File: src/design/cpnc_pkg.sv
// Shared constants, codes and controller/datapath interface types for the closest pair unit.
`default_nettype none

package cpnc_pkg;

    // default sizes
    localparam int MAX_POINTS_DEF = 256;
    localparam int MAX_DIMS_DEF   = 8;
    localparam int COORD_BITS_DEF = 16;

    // fixed field widths
    localparam int THR_W      = 35;
    localparam int DIMS_W     = 4;
    localparam int NEAR_W     = 15;
    localparam int IDX_W      = 8;
    localparam int MIN_W      = 35;
    localparam int CFG_IDX_W  = 1;
    localparam int CFG_DATA_W = 35;

    // register indexes
    localparam logic [CFG_IDX_W-1:0] REG_THRESHOLD_SQ = 1'b0;
    localparam logic [CFG_IDX_W-1:0] REG_DIMS_IN_USE  = 1'b1;

    localparam logic [THR_W-1:0]  THRESHOLD_RESET = '0;
    localparam logic [DIMS_W-1:0] DIMS_RESET      = 4'd2;
    localparam logic [NEAR_W-1:0] NEAR_MAX        = '1;

    typedef enum logic [2:0] {
        ST_LOAD  = 3'b001,
        ST_SWEEP = 3'b010,
        ST_DRAIN = 3'b100
    } cpnc_state_t;

    typedef struct packed {
        logic load;        // coordinate transfer this cycle
        logic sweep_init;  // set closed, arm pair counters
        logic issue;       // issue one (i, j, k) read
        logic capture;     // latch result, clear set state
    } cpnc_cmd_t;

    typedef struct packed {
        logic no_pairs;    // fewer than two points stored
        logic sweep_last;  // counters sit on the final read of the sweep
        logic pipe_busy;   // distance pipeline still holds work
    } cpnc_status_t;

endpackage

`default_nettype wire

File: src/design/cpnc_ctrl.sv
// Controller state machine: load, pair sweep, drain and result handoff.
`default_nettype none

module cpnc_ctrl (
    input  wire logic                   aclk,
    input  wire logic                   aresetn,
    input  wire logic                   s_valid,
    input  wire logic                   s_last_point,
    input  wire logic                   m_ready,
    input  wire cpnc_pkg::cpnc_status_t status,
    output logic                        s_ready,
    output logic                        m_valid,
    output cpnc_pkg::cpnc_cmd_t         cmd
);

    cpnc_pkg::cpnc_state_t state_reg, state_next;
    logic                  out_valid_reg, out_valid_next;

    always_comb begin
        state_next  = state_reg;
        cmd         = '0;
        s_ready     = 1'b0;
        case (state_reg)
            cpnc_pkg::ST_LOAD: begin
                s_ready        = 1'b1;
                cmd.load       = s_valid;
                cmd.sweep_init = s_valid && s_last_point;
                if (s_valid && s_last_point) begin
                    state_next = cpnc_pkg::ST_SWEEP;
                end
            end
            cpnc_pkg::ST_SWEEP: begin
                cmd.issue = !status.no_pairs;
                if (status.no_pairs || status.sweep_last) begin
                    state_next = cpnc_pkg::ST_DRAIN;
                end
            end
            cpnc_pkg::ST_DRAIN: begin
                // wait for the pipe to empty and the output register to free up
                if (!status.pipe_busy && (!out_valid_reg || m_ready)) begin
                    cmd.capture = 1'b1;
                    state_next  = cpnc_pkg::ST_LOAD;
                end
            end
            default: begin
                state_next = cpnc_pkg::ST_LOAD;
            end
        endcase
    end

    always_comb begin
        if (cmd.capture) begin
            out_valid_next = 1'b1;
        end else if (m_ready) begin
            out_valid_next = 1'b0;
        end else begin
            out_valid_next = out_valid_reg;
        end
    end

    assign m_valid = out_valid_reg;

    always_ff @(posedge aclk) begin
        if (!aresetn) begin
            state_reg     <= cpnc_pkg::ST_LOAD;
            out_valid_reg <= 1'b0;
        end else begin
            state_reg     <= state_next;
            out_valid_reg <= out_valid_next;
        end
    end

endmodule

`default_nettype wire

File: config.mk
export PLATFORM = sky130hd
export DESIGN_NAME = cpnc_ctrl
export DESIGN_NICKNAME = d
export VERILOG_FILES = /design/src/design/cpnc_pkg.sv /design/src/design/cpnc_ctrl.sv
export SDC_FILE = /design/constraint.sdc
export NUM_CORES = 1
export LEC_CHECK = 0
export ABC_AREA = 1
export ABC_CLOCK_PERIOD_IN_PS = 1200
export BUFFER_PORTS_ARGS = -buffer_cell sky130_fd_sc_hd__buf_2
export CAP_MARGIN = 30
export CORE_AREA = 2 2 39 41
export CTS_BUF_LIST = sky130_fd_sc_hd__clkbuf_16
export DETAILED_ROUTE_END_ITERATION = 12
export DIE_AREA = 0 0 41 43
export GPL_ROUTABILITY_DRIVEN = 0
export GPL_TIMING_DRIVEN = 0
export HOLD_SLACK_MARGIN = 0.06
export SLEW_MARGIN = 20
export SYNTH_ARGS = -nofsm -noshare
export SYNTH_HDL_FRONTEND = slang
export SYNTH_SLANG_ARGS = --single-unit
File: constraint.sdc
create_clock -name aclk -period 1.2 [get_ports aclk]
set_clock_uncertainty 0.05 [all_clocks]
set_input_delay 0.06 -clock aclk [delete_from_list [all_inputs] [get_ports aclk]]
set_output_delay 0.06 -clock aclk [all_outputs]
set_load 0.03 [all_outputs]
==> impl_metrics.ini <==
[route]
drt-vias-per-instance = 4.000
vias = 316
drc = 0
drtIter0Drc = 2
drt-wirelength-per-cell_um = 7.873
routed_wl_um = 622
postRouteAntennaNets = 0
first_pass_iters = 4

[placed_design]
placed_area_um2 = 346.6
portBuffers = 13
place_worst_setup_slack_ns = 0.1415
dp_hpwl_um = 463.3

[synthesis]
synth_area_um2 = 261.5
postSynthCellCount = 41
yosys.cell_types.count = 13
synth-seq-cells = 4
synth_nets = 49
ys_seq_area_frac = 0.3062
synth_warnings = 0
avgSynthCellArea_um2 = 6.378

[cts]
clock_latency_ns = 0.22
cts_root_buf = clkbuf_16
clk_pin_slew_ns = 0.03
cts_buffers = 3
clockBufferDepth = 2
cts_tree = yes
h-tree-depth = 1
clock_sinks = 4

[timing]
post-route-period-util = 0.9841
fin_ws_ns = 0.01905
relSlewSlack = 0.8824
fin_crit_ns = 1.181
rsz0062_at_grt = yes
tightest_slew_ns = 0.1764
hold_ws_ns = 0.09540
setup_viol = 0
finalMaxSlewViolations = 0
max_freq_mhz = 846.8
hold_violations = 0

[worst_hold_path]
whs_path_depth = 4
hold_class = in -> reg
hp-start = status[0]
holdPathEnd = m_valid

[global_routing]
grt_max_degree = 5
grt_pass1_vias = 252
track_usage = 0.08133
antenna_found_initial = 0
grt_pass1_wl_um = 959
gr-total-overflow = 0

[floorplan]
die_height_um = 43
row_count = 14
core_area_mm2 = 0.001384
initial_core_util = 0.1890
io_pins = 14
die_x_um = 41
die-area_mm2 = 0.001763

[run_status]
status = finished, final reports clean

[critical_path]
r2r-start = state_reg[1]
r2r-end = state_reg[0]
worstSetupStartpointType = register
cp.required_ns = 1.09
critPathMaxFanout = 3
cp.arrival_ns = 1.07
cp-end-kind = output pin
worstSetupPathType = reg -> out
r2r_slack_ns = 0.15
reg2reg_depth = 7

[power_and_ir_drop]
vdd_drop_max_v = 0.0007179
p_leak_nw = 0.2669
powerDensity_mw_per_mm2 = 1494

[job]
maxCapViolCount = 0

[finish]
fill_cells = 145
antenna_cells = 0
largest_reg_flops = 3
final_nets = 73
area_growth_pct = 97.61
drive_gt1_frac = 0.6032
postLayoutCoreUtil = 0.3734
postLayoutCellArea_um2 = 516.7
[per-stage QoR]
stage	std cells	power, mW	TNS (ns)
2_1_floorplan	41	0.2106	0
3_3_place_gp	70	0.2384	0
6_report	79	0.7723	0
5_1_grt	79	0.8010	-0.09789
3_5_place_dp	70	0.2398	0
4_1_cts	78	0.7755	-0.02935
[cell usage in the layout (no fill, tap or decap)]
master and n:
a21oi_1 3, a21oi_2 1, buf_2 10, buf_4 6, buf_6 3, clkbuf_16 3
dfxtp_1 1, dfxtp_2 2, dfxtp_4 1, dlygate4sd3_1 1, inv_1 7, inv_2 2
nand2_1 5, nand2_2 5, nand3_1 3, nand3_4 1, nand4_1 1, nor2_1 4
nor2_2 2, nor2_4 2
[per-layer routing]
metal	track usage	wire, µm	vias up
li1	-	-	168
met1	0.09968	249	143
met2	0.1094	348	5
met5	0	0	-
met4	0.06000	0	0
met3	0.03141	24	0
[repair_timing]
action | CTS | global route
hold buffers | 1 | 0
setup endpoints to repair | 2 | 4
buffers inserted | 4 | 1
pin swaps | 3 | 4
gates resized for setup | 5 | 12
endpoints found under the hold margin | 2 | 0
[worst max-delay path by stage]
stage | to | cells past startpoint | slack (ns) | startpoint
global route | cmd[2] | 6 | -0.05 | state_reg[2]
floorplan | cmd[2] | 5 | 0.07 | state_reg[2]
global placement | cmd[2] | 6 | 0.16 | state_reg[2]
CTS | cmd[2] | 6 | -0.03 | state_reg[1]
finish | cmd[2] | 6 | 0.02 | state_reg[2]
detailed placement | cmd[2] | 6 | 0.14 | state_reg[2]
[synth_stat cells]
cell type | instances | area [µm²]
inv_1 | 8 | 30.03
nor2_2 | 2 | 12.51
nand2_1 | 6 | 22.52
nor2_1 | 5 | 18.77
buf_4 | 1 | 7.510
a21oi_2 | 1 | 8.760
inv_2 | 1 | 3.750
a21oi_1 | 3 | 15.01
nand3_1 | 4 | 20.02
dfxtp_1 | 4 | 80.08
nor2_4 | 1 | 11.26
nand4_1 | 1 | 6.260
nand2_2 | 4 | 25.02
[final cells by class]
class	count	area (µm²)	share of cell area
multi-input cells	27	162.7	0.3148
repair buffers	19	131.4	0.2542
flip-flops and latches	4	86.33	0.1671
clock buffers	3	75.07	0.1453
inverters	9	33.78	0.06538
well taps	16	20.02	0.03874
plain buffers	1	7.507	0.01453
[power by group]
group	total, mW	switching (mW)	internal, mW
Sequential	0.146	0.00727	0.139
Clock	0.508	0.0835	0.425
Combinational	0.118	0.0657	0.0520
Total	0.772	0.156	0.616
[logic make-up after synthesis]
logic type,after synthesis,share of synthesized area
buf+inv,10,0.1579
simple gates,23,0.4450
flops,4,0.3062
compound gates,4,0.09090
[worst max-delay path, cell delays in order (launching register included)]
cell	delay, ns
dfxtp_2	0.33
nor2_4	0.11
nand2_2	0.08
nor2_4	0.09
nand2_2	0.07
inv_2	0.05
buf_6	0.12
(Power assumes the default switching activity.)
